--- src/sv/bgm_pkg.sv ---
`default_nettype none
// ----------------------------------------------------------------------------
// bgm_pkg
// Shared widths, register indexes, reset values and result codes of the
// battery gauge reading monitor.
// ----------------------------------------------------------------------------
package bgm_pkg;

  // Field widths
  localparam int RAW_W     = 16;
  localparam int SHIFT_W   = 4;
  localparam int SCALE_W   = 12;
  localparam int MV_W      = 16;
  localparam int MV_FULL_W = RAW_W + SCALE_W - 8;  // product right-shifted by the Q8 point
  localparam int SOC_W     = 8;
  localparam int PCT_W     = 7;
  localparam int STATE_W   = 2;
  localparam int CFG_IDX_W = 3;
  localparam int CFG_DAT_W = 16;

  // Window depth default
  localparam int WINDOW_SAMPLES_DEF = 8;

  // Configuration register indexes
  localparam logic [CFG_IDX_W-1:0] REG_VCELL_SHIFT   = 3'd0;
  localparam logic [CFG_IDX_W-1:0] REG_MV_PER_COUNT  = 3'd1;
  localparam logic [CFG_IDX_W-1:0] REG_MAX_MV        = 3'd2;
  localparam logic [CFG_IDX_W-1:0] REG_MAX_SOC_WHOLE = 3'd3;
  localparam logic [CFG_IDX_W-1:0] REG_DEADBAND_MV   = 3'd4;
  localparam logic [CFG_IDX_W-1:0] REG_LOW_ENTER     = 3'd5;
  localparam logic [CFG_IDX_W-1:0] REG_LOW_EXIT      = 3'd6;

  // Register reset values
  localparam logic [SHIFT_W-1:0] RST_VCELL_SHIFT   = 4'd4;
  localparam logic [SCALE_W-1:0] RST_MV_PER_COUNT  = 12'd320;
  localparam logic [MV_W-1:0]    RST_MAX_MV        = 16'd5000;
  localparam logic [SOC_W-1:0]   RST_MAX_SOC_WHOLE = 8'd110;
  localparam logic [MV_W-1:0]    RST_DEADBAND_MV   = 16'd20;
  localparam logic [PCT_W-1:0]   RST_LOW_ENTER     = 7'd20;
  localparam logic [PCT_W-1:0]   RST_LOW_EXIT      = 7'd25;

  localparam logic [PCT_W-1:0] PERCENT_MAX = 7'd100;

  // Charge state codes
  localparam logic [STATE_W-1:0] CHG_UNKNOWN     = 2'd0;
  localparam logic [STATE_W-1:0] CHG_CHARGING    = 2'd1;
  localparam logic [STATE_W-1:0] CHG_DISCHARGING = 2'd2;
  localparam logic [STATE_W-1:0] CHG_IDLE        = 2'd3;

endpackage
`default_nettype wire

--- src/sv/bgm_ram.sv ---
`default_nettype none
// ----------------------------------------------------------------------------
// bgm_ram
// Generic single-write, single-read RAM with a registered read port that
// updates only on a read enable.
// ----------------------------------------------------------------------------
module bgm_ram #(
  parameter int WIDTH = 16,
  parameter int DEPTH = 8,
  parameter int AW    = (DEPTH > 1) ? $clog2(DEPTH) : 1
) (
  input  wire logic             clk,
  input  wire logic             we,
  input  wire logic [AW-1:0]    waddr,
  input  wire logic [WIDTH-1:0] wdata,
  input  wire logic             re,
  input  wire logic [AW-1:0]    raddr,
  output logic      [WIDTH-1:0] rdata
);

  logic [WIDTH-1:0] mem [DEPTH];

  always_ff @(posedge clk) begin
    if (we) begin
      mem[waddr] <= wdata;
    end
    if (re) begin
      rdata <= mem[raddr];
    end
  end

endmodule
`default_nettype wire

--- src/sv/battery_gauge_reading_monitor.sv ---
`default_nettype none
// ----------------------------------------------------------------------------
// battery_gauge_reading_monitor
// Converts gauge readings to millivolts and percent, checks plausibility,
// tracks a voltage window for trend and keeps a low-battery latch.
// ----------------------------------------------------------------------------
//
//  Channel  | Direction | Handshake           | Payload
//  ---------+-----------+---------------------+-------------------------------
//  in_      | input     | in_valid/in_ready   | vcell_word, raw_soc, read_ok
//  out_     | output    | out_valid/out_ready | reading_valid, percent,
//           |           |                     | millivolts, charge_state,
//           |           |                     | low_battery, low_entered
//  cfg_     | input     | cfg_we (no wait)    | cfg_index, cfg_wdata
//
//  Throughput: one transaction per clock while out_ready is held high; a result
//  passes through the multiply stage, window stage and output register. The
//  rate is set by the window RAM, which takes one read and at most one write
//  per item, both in the same cycle.
//  Reset: control state and configuration registers clear at once; the window RAM is not
//  cleared, since the fill count keeps unwritten entries from being used.
//  Stalls: out_ready low holds the output register; each stage advances when
//  the one after it frees up, so in_ready only drops with all stages full.
//
module battery_gauge_reading_monitor #(
  parameter int WINDOW_SAMPLES = bgm_pkg::WINDOW_SAMPLES_DEF
) (
  input  wire logic                          clk,
  input  wire logic                          rst_n,
  // input transactions
  input  wire logic                          in_valid,
  output logic                               in_ready,
  input  wire logic [bgm_pkg::RAW_W-1:0]     in_vcell_word,
  input  wire logic [bgm_pkg::RAW_W-1:0]     in_raw_soc,
  input  wire logic                          in_read_ok,
  // result transactions
  output logic                               out_valid,
  input  wire logic                          out_ready,
  output logic                               out_reading_valid,
  output logic      [bgm_pkg::PCT_W-1:0]     out_percent,
  output logic      [bgm_pkg::MV_W-1:0]      out_millivolts,
  output logic      [bgm_pkg::STATE_W-1:0]   out_charge_state,
  output logic                               out_low_battery,
  output logic                               out_low_entered,
  // configuration
  input  wire logic                          cfg_we,
  input  wire logic [bgm_pkg::CFG_IDX_W-1:0] cfg_index,
  input  wire logic [bgm_pkg::CFG_DAT_W-1:0] cfg_wdata
);

  localparam int WIN_AW = $clog2(WINDOW_SAMPLES);
  localparam int FILL_W = $clog2(WINDOW_SAMPLES + 1);
  localparam int PROD_W = bgm_pkg::RAW_W + bgm_pkg::SCALE_W;
  localparam int DIFF_W = bgm_pkg::MV_W + 2;

  localparam logic [WIN_AW-1:0] SLOT_LAST = WIN_AW'(WINDOW_SAMPLES - 1);
  localparam logic [FILL_W-1:0] FILL_FULL = FILL_W'(WINDOW_SAMPLES);
  localparam logic [FILL_W-1:0] FILL_PRE  = FILL_W'(WINDOW_SAMPLES - 1);

  // --------------------------------------------------------------------------
  // Configuration registers
  // --------------------------------------------------------------------------
  logic [bgm_pkg::SHIFT_W-1:0] vcell_shift_r;
  logic [bgm_pkg::SCALE_W-1:0] mv_per_count_r;
  logic [bgm_pkg::MV_W-1:0]    max_mv_r;
  logic [bgm_pkg::SOC_W-1:0]   max_soc_r;
  logic [bgm_pkg::MV_W-1:0]    deadband_r;
  logic [bgm_pkg::PCT_W-1:0]   low_enter_r;
  logic [bgm_pkg::PCT_W-1:0]   low_exit_r;

  always_ff @(posedge clk) begin
    if (!rst_n) begin
      vcell_shift_r  <= bgm_pkg::RST_VCELL_SHIFT;
      mv_per_count_r <= bgm_pkg::RST_MV_PER_COUNT;
      max_mv_r       <= bgm_pkg::RST_MAX_MV;
      max_soc_r      <= bgm_pkg::RST_MAX_SOC_WHOLE;
      deadband_r     <= bgm_pkg::RST_DEADBAND_MV;
      low_enter_r    <= bgm_pkg::RST_LOW_ENTER;
      low_exit_r     <= bgm_pkg::RST_LOW_EXIT;
    end else if (cfg_we) begin
      // Keep the low bits of the data word; indexes past the list are dropped.
      unique case (cfg_index)
        bgm_pkg::REG_VCELL_SHIFT:   vcell_shift_r  <= cfg_wdata[bgm_pkg::SHIFT_W-1:0];
        bgm_pkg::REG_MV_PER_COUNT:  mv_per_count_r <= cfg_wdata[bgm_pkg::SCALE_W-1:0];
        bgm_pkg::REG_MAX_MV:        max_mv_r       <= cfg_wdata[bgm_pkg::MV_W-1:0];
        bgm_pkg::REG_MAX_SOC_WHOLE: max_soc_r      <= cfg_wdata[bgm_pkg::SOC_W-1:0];
        bgm_pkg::REG_DEADBAND_MV:   deadband_r     <= cfg_wdata[bgm_pkg::MV_W-1:0];
        bgm_pkg::REG_LOW_ENTER:     low_enter_r    <= cfg_wdata[bgm_pkg::PCT_W-1:0];
        bgm_pkg::REG_LOW_EXIT:      low_exit_r     <= cfg_wdata[bgm_pkg::PCT_W-1:0];
        default: ;
      endcase
    end
  end

  // --------------------------------------------------------------------------
  // Stage handshakes: each stage loads when it is empty or drains this cycle
  // --------------------------------------------------------------------------
  logic a_v_r, b_v_r;
  logic a_go, b_go, o_go;

  assign o_go     = !out_valid || out_ready;
  assign b_go     = !b_v_r || o_go;
  assign a_go     = !a_v_r || b_go;
  assign in_ready = a_go;

  logic in_fire, a_fire, b_fire;
  assign in_fire = in_valid && in_ready;
  assign a_fire  = a_v_r && b_go;   // item moves from the multiply stage into the window stage
  assign b_fire  = b_v_r && o_go;   // item moves into the output register

  // --------------------------------------------------------------------------
  // Stage A: shift out converter counts and scale by the Q8 factor
  // --------------------------------------------------------------------------
  logic [bgm_pkg::RAW_W-1:0]     counts;
  logic [PROD_W-1:0]             product;
  logic [bgm_pkg::MV_FULL_W-1:0] a_mv_full_r;
  logic [bgm_pkg::SOC_W-1:0]     a_whole_r;
  logic                          a_ok_r;

  assign counts  = in_vcell_word >> vcell_shift_r;
  assign product = {{bgm_pkg::SCALE_W{1'b0}}, counts} * {{bgm_pkg::RAW_W{1'b0}}, mv_per_count_r};

  always_ff @(posedge clk) begin
    if (in_fire) begin
      a_mv_full_r <= product[PROD_W-1:8];
      // Fraction byte never moves the whole percent; keep the high byte only.
      a_whole_r   <= in_raw_soc[bgm_pkg::RAW_W-1:bgm_pkg::RAW_W-bgm_pkg::SOC_W];
      a_ok_r      <= in_read_ok;
    end
  end

  // --------------------------------------------------------------------------
  // Stage B: plausibility, window write/read, fill tracking, low latch
  // --------------------------------------------------------------------------
  logic                        a_valid;
  logic [bgm_pkg::PCT_W-1:0]   a_percent;
  logic [bgm_pkg::MV_W-1:0]    a_mv;

  assign a_valid = a_ok_r && (a_whole_r <= max_soc_r) &&
                   (a_mv_full_r <= {{(bgm_pkg::MV_FULL_W-bgm_pkg::MV_W){1'b0}}, max_mv_r});
  assign a_percent = (a_whole_r > {1'b0, bgm_pkg::PERCENT_MAX}) ? bgm_pkg::PERCENT_MAX
                                                                : a_whole_r[bgm_pkg::PCT_W-1:0];
  assign a_mv = a_mv_full_r[bgm_pkg::MV_W-1:0];

  logic [WIN_AW-1:0] slot_r, slot_nxt, slot_inc;
  logic [FILL_W-1:0] fill_r, fill_nxt;
  logic              low_r, low_nxt;
  logic              entered_nxt;
  logic              full_nxt;

  assign slot_inc = (slot_r == SLOT_LAST) ? '0 : slot_r + 1'b1;

  always_comb begin
    slot_nxt    = slot_r;
    fill_nxt    = fill_r;
    low_nxt     = low_r;
    entered_nxt = 1'b0;
    full_nxt    = 1'b0;
    if (a_fire) begin
      if (!a_valid) begin
        // Drop the window history; the latch holds.
        slot_nxt = '0;
        fill_nxt = '0;
      end else begin
        slot_nxt = slot_inc;
        if (fill_r != FILL_FULL) begin
          fill_nxt = fill_r + 1'b1;
        end
        full_nxt = (fill_r == FILL_FULL) || (fill_r == FILL_PRE);
        if (low_r) begin
          if (a_percent >= low_exit_r) begin
            low_nxt = 1'b0;
          end
        end else if (a_percent <= low_enter_r) begin
          low_nxt     = 1'b1;
          entered_nxt = 1'b1;
        end
      end
    end
  end

  always_ff @(posedge clk) begin
    if (!rst_n) begin
      a_v_r  <= 1'b0;
      b_v_r  <= 1'b0;
      slot_r <= '0;
      fill_r <= '0;
      low_r  <= 1'b0;
    end else begin
      if (a_go) begin
        a_v_r <= in_fire;
      end
      if (b_go) begin
        b_v_r <= a_v_r;
      end
      slot_r <= slot_nxt;
      fill_r <= fill_nxt;
      low_r  <= low_nxt;
    end
  end

  // The newest entry is this item's own value; the oldest sits in the slot
  // after the one being written, so one read per item covers the trend.
  // That slot was written by an earlier item, so no forwarding is needed.
  logic [bgm_pkg::MV_W-1:0] oldest_mv;

  bgm_ram #(
    .WIDTH (bgm_pkg::MV_W),
    .DEPTH (WINDOW_SAMPLES),
    .AW    (WIN_AW)
  ) u_window (
    .clk   (clk),
    .we    (a_fire && a_valid),
    .waddr (slot_r),
    .wdata (a_mv),
    .re    (a_fire),
    .raddr (slot_inc),
    .rdata (oldest_mv)
  );

  logic                      b_ok_r;
  logic [bgm_pkg::PCT_W-1:0] b_pct_r;
  logic [bgm_pkg::MV_W-1:0]  b_mv_r;
  logic                      b_full_r;
  logic                      b_low_r;
  logic                      b_ent_r;

  always_ff @(posedge clk) begin
    if (a_fire) begin
      b_ok_r   <= a_valid;
      b_pct_r  <= a_valid ? a_percent : '0;
      b_mv_r   <= a_valid ? a_mv : '0;
      b_full_r <= full_nxt;
      b_low_r  <= low_nxt;
      b_ent_r  <= entered_nxt;
    end
  end

  // --------------------------------------------------------------------------
  // Stage C: classify the trend and load the output register
  // --------------------------------------------------------------------------
  logic signed [DIFF_W-1:0]     delta, db_pos, db_neg;
  logic [bgm_pkg::STATE_W-1:0]  trend;

  assign delta  = $signed({2'b00, b_mv_r}) - $signed({2'b00, oldest_mv});
  assign db_pos = $signed({2'b00, deadband_r});
  assign db_neg = -db_pos;

  always_comb begin
    if (!b_ok_r || !b_full_r) begin
      trend = bgm_pkg::CHG_UNKNOWN;
    end else if (delta > db_pos) begin
      trend = bgm_pkg::CHG_CHARGING;
    end else if (delta < db_neg) begin
      trend = bgm_pkg::CHG_DISCHARGING;
    end else begin
      trend = bgm_pkg::CHG_IDLE;
    end
  end

  always_ff @(posedge clk) begin
    if (!rst_n) begin
      out_valid <= 1'b0;
    end else if (o_go) begin
      out_valid <= b_v_r;
    end
  end

  always_ff @(posedge clk) begin
    if (b_fire) begin
      out_reading_valid <= b_ok_r;
      out_percent       <= b_pct_r;
      out_millivolts    <= b_mv_r;
      out_charge_state  <= trend;
      out_low_battery   <= b_low_r;
      out_low_entered   <= b_ent_r;
    end
  end

  // --------------------------------------------------------------------------
  // Assertions
  // --------------------------------------------------------------------------
`ifndef ASSERT_OFF
  a_fill_bound: assert property (@(posedge clk) disable iff (!rst_n)
    fill_r <= FILL_FULL)
    else $error("window fill count past window depth");

  a_slot_tracks_fill: assert property (@(posedge clk) disable iff (!rst_n)
    (fill_r != FILL_FULL) |-> (slot_r == fill_r[WIN_AW-1:0]))
    else $error("write slot out of step with fill count before window is full");

  a_trend_needs_valid: assert property (@(posedge clk) disable iff (!rst_n)
    (out_valid && (out_charge_state != bgm_pkg::CHG_UNKNOWN)) |-> out_reading_valid)
    else $error("trend reported for an invalid reading");

  a_invalid_zeroed: assert property (@(posedge clk) disable iff (!rst_n)
    (out_valid && !out_reading_valid) |->
      ((out_percent == '0) && (out_millivolts == '0) && !out_low_entered))
    else $error("invalid reading carries nonzero payload");

  a_entered_latched: assert property (@(posedge clk) disable iff (!rst_n)
    (out_valid && out_low_entered) |-> out_low_battery)
    else $error("low entered without the latch set");
`endif

endmodule
`default_nettype wire

--- config.mk ---
export PLATFORM = sky130hd
export DESIGN_NAME = battery_gauge_reading_monitor
export DESIGN_NICKNAME = d
export VERILOG_FILES = /design/src/sv/bgm_pkg.sv /design/src/sv/bgm_ram.sv /design/src/sv/battery_gauge_reading_monitor.sv
export SDC_FILE = /design/constraint.sdc
export NUM_CORES = 1
export LEC_CHECK = 0
export BUFFER_PORTS_ARGS = -buffer_cell sky130_fd_sc_hd__buf_2
export CORE_UTILIZATION = 53
export DETAILED_ROUTE_END_ITERATION = 8
export PLACE_DENSITY = 0.82
export SETUP_SLACK_MARGIN = 0.15
export SLEW_MARGIN = 20
export SYNTH_ARGS = -nofsm -noshare
export SYNTH_HDL_FRONTEND = slang
export SYNTH_SLANG_ARGS = --single-unit
--- constraint.sdc ---
create_clock -name clk -period 8.93 [get_ports clk]
set_clock_uncertainty 0.05 [all_clocks]
set_input_delay 0.893 -clock clk [delete_from_list [all_inputs] [get_ports clk]]
set_output_delay 0.893 -clock clk [all_outputs]
set_load 0.01 [all_outputs]
After elaboration in Yosys (flattened, before gate mapping)
Memory sizes are Yosys's and may differ from the RTL's. A register that Yosys moved wholly into a read port is not among the register bits. Index checks and enable logic that the tools add are counted.

Register bits after elaboration: 165. Memory bits (writable): 128. Bits of input ports: 57. Output and inout port bits: 30. Word-level logic and storage cells: 96. Memories: 1.

Add/sub/neg operators: 4. Multipliers: 1. Order comparisons: 7. Equality and inequality tests: 11. Shift-type cells: 1. Multiplexer cells: 14. Bitwise gates (word level): 1. Reduce and logical (&&, ||, !) cells: 27.

Memories: u_window.mem (depth 8, width 16, read ports 1, clocked after Yosys merged registers in 1, wr ports 1, RTL line bgm_ram.sv:21) `logic [WIDTH-1:0] mem [DEPTH];`.

Operators by type and width (number): multiplier 16 x 12 -> 28 bit (1); <= comparator 20 x 16 -> 1 bit (1); less-than comparator 17 x 18 -> 1 bit (1); negator 16 -> 18 bit (1); > comparator 17 bit (1); subtractor 16 x 16 -> 17 bit (1); AND reduction 2 bit (8); right shift 16 x 4 -> 16 bit (1); == test 3 bit, second input constant (4); two-way mux 1 bit (9); > comparator 8 x 7 -> 1 bit, second input constant (1); <= comparator 8 bit (1); two-way mux 4 bit (2); >= comparator 7 bit (1); <= comparator 7 bit (1); two-way mux 7 bit (1); == test 3 x 2 -> 1 bit, second input constant (2); logical AND 1 bit (6); two-way mux 3 bit (2); zero test 1 bit (5); logical OR 1 bit (5); adder 4 x 1 -> 4 bit, second input constant (1); == test 4 x 3 -> 1 bit, second input constant (1); == test 4 bit, second input constant (1); other kinds (7) (8).

Depth between registers and ports, before layout
Gate-level depths: netlist of run 1.

Depth after elaboration: 7. Mapped depth: 30. Mapped depth without buffers: 27.

Modules after synthesis
A second synthesis of run 1 with hierarchy kept.

Cells, all modules: 1825. Area total of the unflattened synthesis: 20482.1 um2.

Modules (own cells, without submodules): battery_gauge_reading_monitor (instances 1, cells an instance 1611, area each 15028.2 um2, sequential area each 4144.0 um2); bgm_ram (instances 1, cells an instance 214, area each 5454.0 um2, sequential area each 4324.1 um2).

Worst setup path after synthesis of run 1
No wires, ideal clock.

Path kind: input to register. From: in in_vcell_word[14] (netlist bit). To: reg a_mv_full_r[19] (netlist bit) (data pin). Setup time: 0.260 ns. Data arrival time: 6.538 ns. Data required time: 8.620 ns. Slack: 2.083 ns. Stages on the path: 24. Buffers on the path: 1. Cell sequence: mux4_2 > mux2i_1 > nor2_1 > clkbuf_1 > and2_1 > fa_1 > inv_1 > fa_1 > inv_1 > fa_1 > fa_1 > inv_1 > fa_1 > inv_1 > ha_1 > a21o_1 > a21o_1 > a2111oi_0 > nor4_1 > o31ai_1 > a31oi_1 > o21a_1 > nor2_1 > xnor2_1.

Cells in the longest elaborated chain, start to end: 2.

Ends and longest elaborated chain: from (decl) (RTL line battery_gauge_reading_monitor.sv:33) `input wire logic [bgm_pkg::RAW_W-1:0] in_vcell_word,`; right shift 16 x 4 -> 16 bit (RTL line battery_gauge_reading_monitor.sv:120) `assign counts = in_vcell_word >> vcell_shift_r;`; multiplier 16 x 12 -> 28 bit (RTL line battery_gauge_reading_monitor.sv:121) `assign product = {{bgm_pkg::SCALE_W{1'b0}}, counts} * {{bgm_pkg::RAW_W{1'b0}}, mv_per_count_r};`; net product[27] (RTL line battery_gauge_reading_monitor.sv:115) `logic [PROD_W-1:0] product;`; to (signal assigned) (RTL line battery_gauge_reading_monitor.sv:125) `a_mv_full_r <= product[PROD_W-1:8];`; to (decl) (RTL line battery_gauge_reading_monitor.sv:116) `logic [bgm_pkg::MV_FULL_W-1:0] a_mv_full_r;`.

The timed path passes the listed nets, and every way through them passes these cells. A chain may end at the register's enable or synchronous reset.

Final worst setup path of run 1
From: reg vcell_shift_r[1] (netlist bit). To: reg a_mv_full_r[15] (netlist bit) (data pin).

Cells in the longest elaborated chain, start to end: 2.

Ends and longest elaborated chain: from (decl) (RTL line battery_gauge_reading_monitor.sv:63) `logic [bgm_pkg::SHIFT_W-1:0] vcell_shift_r;`; from (signal assigned) (RTL line battery_gauge_reading_monitor.sv:73) `vcell_shift_r <= bgm_pkg::RST_VCELL_SHIFT;`; from (signal assigned) (RTL line battery_gauge_reading_monitor.sv:83) `bgm_pkg::REG_VCELL_SHIFT: vcell_shift_r <= cfg_wdata[bgm_pkg::SHIFT_W-1:0];`; right shift 16 x 4 -> 16 bit (RTL line battery_gauge_reading_monitor.sv:120); multiplier 16 x 12 -> 28 bit (RTL line battery_gauge_reading_monitor.sv:121); net product[23] (RTL line battery_gauge_reading_monitor.sv:115).

The timed path passes the listed nets, and every way through them passes these cells.

==> summary.txt, run 1 <==
Die
  • Die width: 198.5 µm
  • # rows: 71
  • Initial Util: roughly 54%
  • Ports: 87
  • CORE AREA: 37840 µm²
  • Die H: between 150 and 200 µm
  • Total die area: between 30000 and 40000 µm²

Timing
  • Endpoints failing setup: 0
  • Setup ws final: between 1000 and 1500 ps
  • Tcrit/Tclk final: 86.25%
  • RSZ-0062 raised after global routing: no
  • F_max: 129.8 MHz
  • Tmin final: 7702 ps
  • Final Slew Violations: 0
  • Final setup TNS: 0 ps
  • Worst slew margin: 22.80%
  • Fin. Hold Viols: 0
  • Slew @ Worst Pin: ~1200 ps

Critical path
  • Worst Reg-to-Reg Cells: 26
  • Top delay family on crit path: adder cells
  • Worst path slowest cell: dfxtp_1
  • WS Path Type: flop to flop
  • Crit path largest cell delay: 970 ps
  • Endpoint class of the critical path: flop
  • Worst reg2reg startpoint: vcell_shift_r[1]
  • Data arrival, critical path: 7980 ps
  • Required time worst endpoint: around 9200 ps
  • Crit Path Max Fanout: 21
  • WP buf/inv: 4
  • Most used cell, CP: fa_1
  • RR Endpoint: a_mv_full_r[15]
  • Startpoint Class: flop
  • FF-to-FF setup slack: between 1000 and 1500 ps

CTS
  • Post-CTS resize count: 0
  • CTS Buf Count: 30
  • Clock Sinks: between 300 and 400
  • Root Driver: clkbuf_16
  • # H-tree levels: 1
  • Clock Tree Buf Depth: 3
  • CTS tree: built
  • Cts hold-fix bufs: 0
  • Clock Latency Late Sink: 580 ps
  • Clk pin slew, worst setup/hold paths: 70 ps
  • Post CTS Setup Buffer Count: 0

Routing
  • Drt drc: 0
  • First-iteration detailed-routing DRC count: roughly 960
  • Routed len/inst: 18.72 µm
  • Post-Route WL: 45.80 mm
  • ANT nets after route: 0
  • Via Count: 13990
  • Vias per inst: 5.718
  • 1st-pass router iterations: 5

Placement
  • DP HPWL: 32.58 mm
  • IO Port Bufs: 78
  • RD Place Congestion: approximately 0.89
  • Dpl ws: between 900 and 1000 ps

Synth
  • Register area share after synthesis: 41.39%
  • Leading area contributor after synthesis: edfxtp_1
  • EDFF count, synth: 228
  • Yosys reg bits: 309
  • Mapped Area: 20460 µm²
  • Synth async-reset ratio: 0%
  • Largest cells by area after synthesis: edfxtp_1, fa_1, ha_1
  • Most common flop cell mapped by yosys: edfxtp_1
  • Cell with the most instances after synthesis: nand2_1
  • Post-Syn Nets: 2207
  • Synthesis warning total: 0
  • Post-synth top cells: nand2_1, inv_1, edfxtp_1, ha_1, fa_1
  • Cells after Synth: about 1900
  • Share of the synthesized area in the top cell type: 33.47%
  • Syn_area_per_cell: 11.02 µm²
  • Netlist cell types: 63

Min path
  • Hold EP: out_low_battery
  • Worst hold-check path type: flop to flop
  • Min-delay src: b_low_r
  • Hold Crit Depth: 0

Global route
  • First-pass GRT wire length: 73.29 mm
  • GRT Resource Usage Total: 23.98%
  • Total congestion overflow: 0
  • Initial antenna violation count: 0
  • Largest net degree at the start of global routing: 83
  • Number of global-route vias before repair: 14210

Power and ir drop
  • Leakage: 9.351 nW
  • Max VDD drop: ~150 µV
  • Cell Pwr Density: roughly 170 nW/µm²

Layout
  • Area growth from synthesis to layout: 9.908%
  • Nets@finish: 2263
  • Fill cells: 2966
  • Ratio of cells with drive above 1 in the final layout: 12.09%
  • N_diodes: 0

Flow run
  • Max cap viols: 0

Outcome
  • Status: complete, no violations
state kept, by name, indices dropped and copies added, names as in the netlist, 2 cells and up:
register          count
u_window.mem        128
a_mv_full_r          20
b_mv_r               16
deadband_r           16
max_mv_r             16
out_millivolts       16
u_window.rdata       16
mv_per_count_r       12
a_whole_r             8
max_soc_r             8
b_pct_r               7
low_enter_r           7
low_exit_r            7
out_percent           7
fill_r                4
vcell_shift_r         4
slot_r                3
out_charge_state      2
layout by cell type (no fill, tap or decap), types with 34 or more instances in the layout:
cell,synthesis,routed
dfxtp_1,81,81
buf_2,1,78
inv_1,248,247
mux4_2,41,41
xnor2_1,34,34
and2_1,93,93
nand2_1,278,278
nor2_1,58,54
ha_1,154,153
a21boi_0,52,52
fa_1,140,140
a21oi_1,44,44
edfxtp_1,228,228
cell type report:
cell class | count | area, µm² | share of cell area [%]
multi-input combinational | 1223 | 10860 | 48.31
clock inverter | 17 | 163.9 | 0.7290
clock buffer | 39 | 845.8 | 3.762
timing repair buffer | 100 | 575.6 | 2.560
tap | 511 | 639.4 | 2.843
inverter | 248 | 930.9 | 4.140
sequential | 309 | 8468 | 37.66
per-stage QoR:
| step | cells | total power [W] | utilization, % | area [µm²] | hold slack, ps |
|---|---|---|---|---|---|
| floorplan | 1856 | 0.002246 | - | 20460 | 350.3 |
| global placement | 2389 | 0.002441 | 56.61 | 21420 | 353.4 |
| detailed placement | 2389 | 0.002481 | 56.64 | 21430 | 356.6 |
| CTS | 2445 | 0.003762 | 59.31 | 22440 | 373.5 |
| global route | 2447 | 0.003912 | 59.42 | 22490 | 376.9 |
| finish | 2447 | 0.003759 | 59.42 | 22490 | 366.4 |
power breakdown:
part	total, W	switching (W)	leakage, nW	internal [W]
registers	0.00179	0.000128	2.78	0.00167
logic	0.000671	0.000394	6.07	0.000278
clock network	0.00129	0.000562	0.499	0.000732
total	0.00376	0.00108	9.35	0.00268
worst register-to-register path, stage by stage (launching register included):
cell      delay, ps
dfxtp_1         970
mux2_2          330
nor2_1           40
a21oi_1         180
and2_1          160
a31oi_1          50
a21oi_1         460
clkbuf_4        330
nand2_1         100
fa_1            580
inv_1            60
fa_1            440
fa_1            520
fa_1            490
inv_1            50
fa_1            540
inv_1            50
ha_1            350
a21o_1          170
a21oi_1         180
a221oi_1        110
o21ai_0         370
nor4_1          120
a211oi_1        340
nand2b_1        130
a21oi_1         210
xnor2_1          90
layer usage:
metal  vias up  global-route usage [%]  part of all wire, %
li1       6411                       -                    -
met1      6886                   30.48                   40
met2       586                   41.16                   49
met3       110                   3.628                  7.9
met4         0                   9.630                  3.1
met5         -                       0                    0
worst max path at each step:
stage	end	cells after the start	startpoint
floorplan	a_mv_full_r[19]	24	in_vcell_word[14]
global placement	a_mv_full_r[15]	25	vcell_shift_r[1]
detailed placement	a_mv_full_r[15]	25	vcell_shift_r[1]
CTS	a_mv_full_r[15]	25	vcell_shift_r[1]
global route	a_mv_full_r[15]	24	vcell_shift_r[1]
finish	a_mv_full_r[15]	26	vcell_shift_r[1]
kinds of logic after synthesis:
group,Yosys count,synth area share (%)
xor+xnor,44,1.884
fa+ha+maj,294,23.12
compound gates,239,7.987
mux,81,6.605
flops,309,41.39
simple gates,565,13.00
buf+inv,324,6.018
Note: power is estimated with default switching activity, not from simulation.
==> run 2: changes to the inputs <==
--- a/config.mk
+++ b/config.mk
@@ -6,9 +6,11 @@
 export NUM_CORES = 1
 export LEC_CHECK = 0
 export BUFFER_PORTS_ARGS = -buffer_cell sky130_fd_sc_hd__buf_2
-export CORE_UTILIZATION = 53
+export CELL_PAD_IN_SITES_DETAIL_PLACEMENT = 0
+export CELL_PAD_IN_SITES_GLOBAL_PLACEMENT = 1
+export CORE_UTILIZATION = 51
 export DETAILED_ROUTE_END_ITERATION = 8
-export PLACE_DENSITY = 0.82
+export PLACE_DENSITY = 0.93
 export SETUP_SLACK_MARGIN = 0.15
 export SLEW_MARGIN = 20
 export SYNTH_ARGS = -nofsm -noshare
==> summary.txt, run 2 (synthesis gave the netlist of run 1 again) <==
Routing
  • Post-Route WL: 45.62 mm (-0.39%)
  • Via Count: 13710 (-2.0%)
  • 1st-pass router iterations: 5 (unchanged)
  • First-iteration detailed-routing DRC count: 909 (-5.2%)
  • Vias per inst: 5.543 (-3.1%)
  • Drt drc: 0 (unchanged)
  • ANT nets after route: 0 (unchanged)
  • Routed len/inst: 18.45 µm (-1.4%)

Power and ir drop
  • Cell Pwr Density: 168.4 nW/µm² (+0.71%)
  • Int Power: 0.002725 W (+1.9%)
  • Reg power frac: 47.1% (-0.6 points)
  • Share of power burned in the clock network: 35.4% (+1.0 points)
  • Max VDD drop: 105.1 µV (-28%)
  • Combinational power share: 17.5% (-0.4 points)
  • Switching power: 0.001076 W (-0.71%)
  • Sw frac: 28.30% (-0.52 points)
  • Leakage: 9.414 nW (+0.67%)

Timing
  • Worst slew margin: 27.93% (+5.1 points)
  • F_max: 134.1 MHz (+3.3%)
  • Final setup TNS: 0 ps (unchanged)
  • Final hold slack: 367.5 ps (+1.117 ps)
  • RSZ-0062 raised after global routing: no
  • Tcrit/Tclk final: 83.49% (-2.8 points)
  • Fin. Hold Viols: 0 (unchanged)
  • Slew @ Worst Pin: 1075 ps (-82.83 ps)
  • Tmin final: 7455 ps (-246.2 ps)
  • Final Slew Violations: 0 (unchanged)
  • Endpoints failing setup: 0 (unchanged)

Critical path
  • Startpoint Class: flop
  • Worst path slowest cell: dfxtp_1
  • Required time worst endpoint: 9140 ps (-70 ps)
  • WP buf/inv: 5 (+1)
  • Endpoint class of the critical path: flop
  • Crit Path Max Fanout: 12 (-43%)
  • Most used cell, CP: fa_1
  • Top delay family on crit path: adder cells
  • Crit path largest cell delay: 600 ps (-370 ps)
  • Worst-path cell chain: buf_4, mux4_2, mux2i_1, nor2_1, and2_1, fa_1, inv_1, fa_1, inv_1, fa_1, fa_1, inv_1, fa_1, inv_1, ha_1, a21o_1, a21o_1, a2111oi_0, nor4_1, o31ai_1, a31oi_1, o21a_1, nor2_1, xnor2_1
  • WS Path Type: flop to flop
  • Data arrival, critical path: 7660 ps (-320 ps)

Layout
  • Nets@finish: 2274 (+0.49%)
  • N_diodes: 0 (unchanged)
  • Fin util: 56.95% (-2.5 points)
  • Fill cells: 3287 (+11%)
  • Commonest non-fill, non-tap cells in the layout: nand2_1, inv_1, edfxtp_1, ha_1, fa_1
  • Area growth from synthesis to layout: 10.35%
  • Top Registers: u_window.mem (128), a_mv_full_r (20)
  • Ratio of cells with drive above 1 in the final layout: 12.47% (+0.39 points)
  • Biggest register: u_window.mem
  • Commonest non-fill, non-tap cell in the layout: nand2_1
  • Max FFs per register: 128 (unchanged)

Outcome
  • Status: complete, no violations

CTS
  • Clock Sinks: 309 (unchanged)
  • Post-CTS resize count: 0 (unchanged)
  • # H-tree levels: 2 (+1)
  • Root Driver: clkbuf_16
  • Clk pin slew, worst setup/hold paths: 60 ps (about the same)
  • CTS tree: built
  • Post CTS Setup Buffer Count: 0 (unchanged)
  • Cts hold-fix bufs: 0 (unchanged)
  • Clock Latency Late Sink: 510 ps (-70 ps)
  • Clock Tree Buf Depth: 3 (unchanged)
  • CTS Buf Count: 34 (+13%)

Global route
  • GRT Resource Usage Total: 23.03% (-0.95 points)
  • Total congestion overflow: 0 (unchanged)
  • Initial antenna violation count: 0 (unchanged)
  • First-pass GRT wire length: 74.02 mm (+0.99%)
  • Number of global-route vias before repair: 14280 (+0.46%)
  • Largest net degree at the start of global routing: 83 (unchanged)

Die
  • # rows: 73 (+2.8%)
  • Total die area: 40920 µm² (+3.9%)
  • Initial Util: 51.61% (-2.5 points)
  • CORE AREA: 39640 µm² (+4.7%)
  • Die width: 202.3 µm (+1.9%)
  • Die H: 202.3 µm (+1.9%)
  • Ports: 87 (unchanged)

Placement
  • DP HPWL: 32.83 mm (+0.76%)
  • RD Place Congestion: 0.9048 (+1.6%)
  • IO Port Bufs: 78 (unchanged)

Min path
  • Worst hold-check path type: flop to flop

Flow run
  • Max cap viols: 0 (unchanged)
[run 2: cell types whose count changed in the layout (fill, tap and decap cells not counted), moves of 2 or more]
cell	change
clkbuf_16	+4
clkbuf_8	-4
clkinvlp_4	+2
nor3_2	+5
clkinv_4	+2
clkinv_1	+2
buf_4	+8
nor3_4	-5
[run 2: path summary, 6_finish.rpt]
check        depth (start not counted)        startpoint              end  slack (ps)
min                                  0           b_ent_r  out_low_entered         370
min reg2reg                          0           b_ent_r  out_low_entered         370
max reg2reg                         24  vcell_shift_r[1]  a_mv_full_r[19]        1470
max                                 24  vcell_shift_r[1]  a_mv_full_r[19]        1470
[run 2: metrics by stage]
| step | std cells | setup WS, ps | area [µm²] | power (W) |
|---|---|---|---|---|
| finish | 2473 | 1475 | 22580 | 0.003801 |
| global route | 2473 | 1004 | 22580 | 0.003980 |
| CTS | 2472 | 1519 | 22550 | 0.003818 |
| detailed placement | 2411 | 1475 | 21480 | 0.002478 |
| global placement | 2411 | 1527 | 21480 | 0.002447 |
| floorplan | 1856 | 2083 | 20460 | 0.002246 |
[run 2: final cells by class]
| class | instances | area (µm²) | share of cell area (%) |
|---|---|---|---|
| multi-input combinational | 1223 | 10820 | 47.93 |
| sequential | 309 | 8468 | 37.51 |
| inverter | 248 | 930.9 | 4.123 |
| clock buffer | 40 | 894.6 | 3.963 |
| tap | 525 | 656.9 | 2.910 |
| timing repair buffer | 107 | 628.1 | 2.782 |
| clock inverter | 21 | 177.7 | 0.7870 |
[run 2: worst register-to-register path, cell delays in order, from the launching register on]
cell       delay (ps)
dfxtp_1           600
buf_4             300
mux4_2            520
mux2i_1           310
nor2_1            300
and2_1            300
fa_1              500
inv_1              50
fa_1              540
inv_1              60
fa_1              500
fa_1              540
inv_1              50
fa_1              520
inv_1              40
ha_1              370
a21o_1            190
a21o_1            170
a2111oi_0         430
nor4_1            130
o31ai_1           250
a31oi_1            90
o21a_1            210
nor2_1            110
xnor2_1            70
[run 2: power by group through the flow]
stage,clock network (W),logic [W],registers (W)
floorplan,0,0.000500,0.00175
global placement,0,0.000638,0.00181
detailed placement,0,0.000660,0.00182
CTS,0.00136,0.000666,0.00179
global route,0.00142,0.000761,0.00180
finish,0.00135,0.000666,0.00179
[run 2: metal layers]
| metal | wire, µm | vias up | GRT usage [%] |
|---|---|---|---|
| met4 | 1631 | 0 | 9.318 |
| met3 | 2539 | 104 | 3.144 |
| met5 | 0 | - | 0 |
| met1 | 18910 | 6766 | 29.33 |
| li1 | - | 6420 | - |
| met2 | 22540 | 419 | 39.58 |
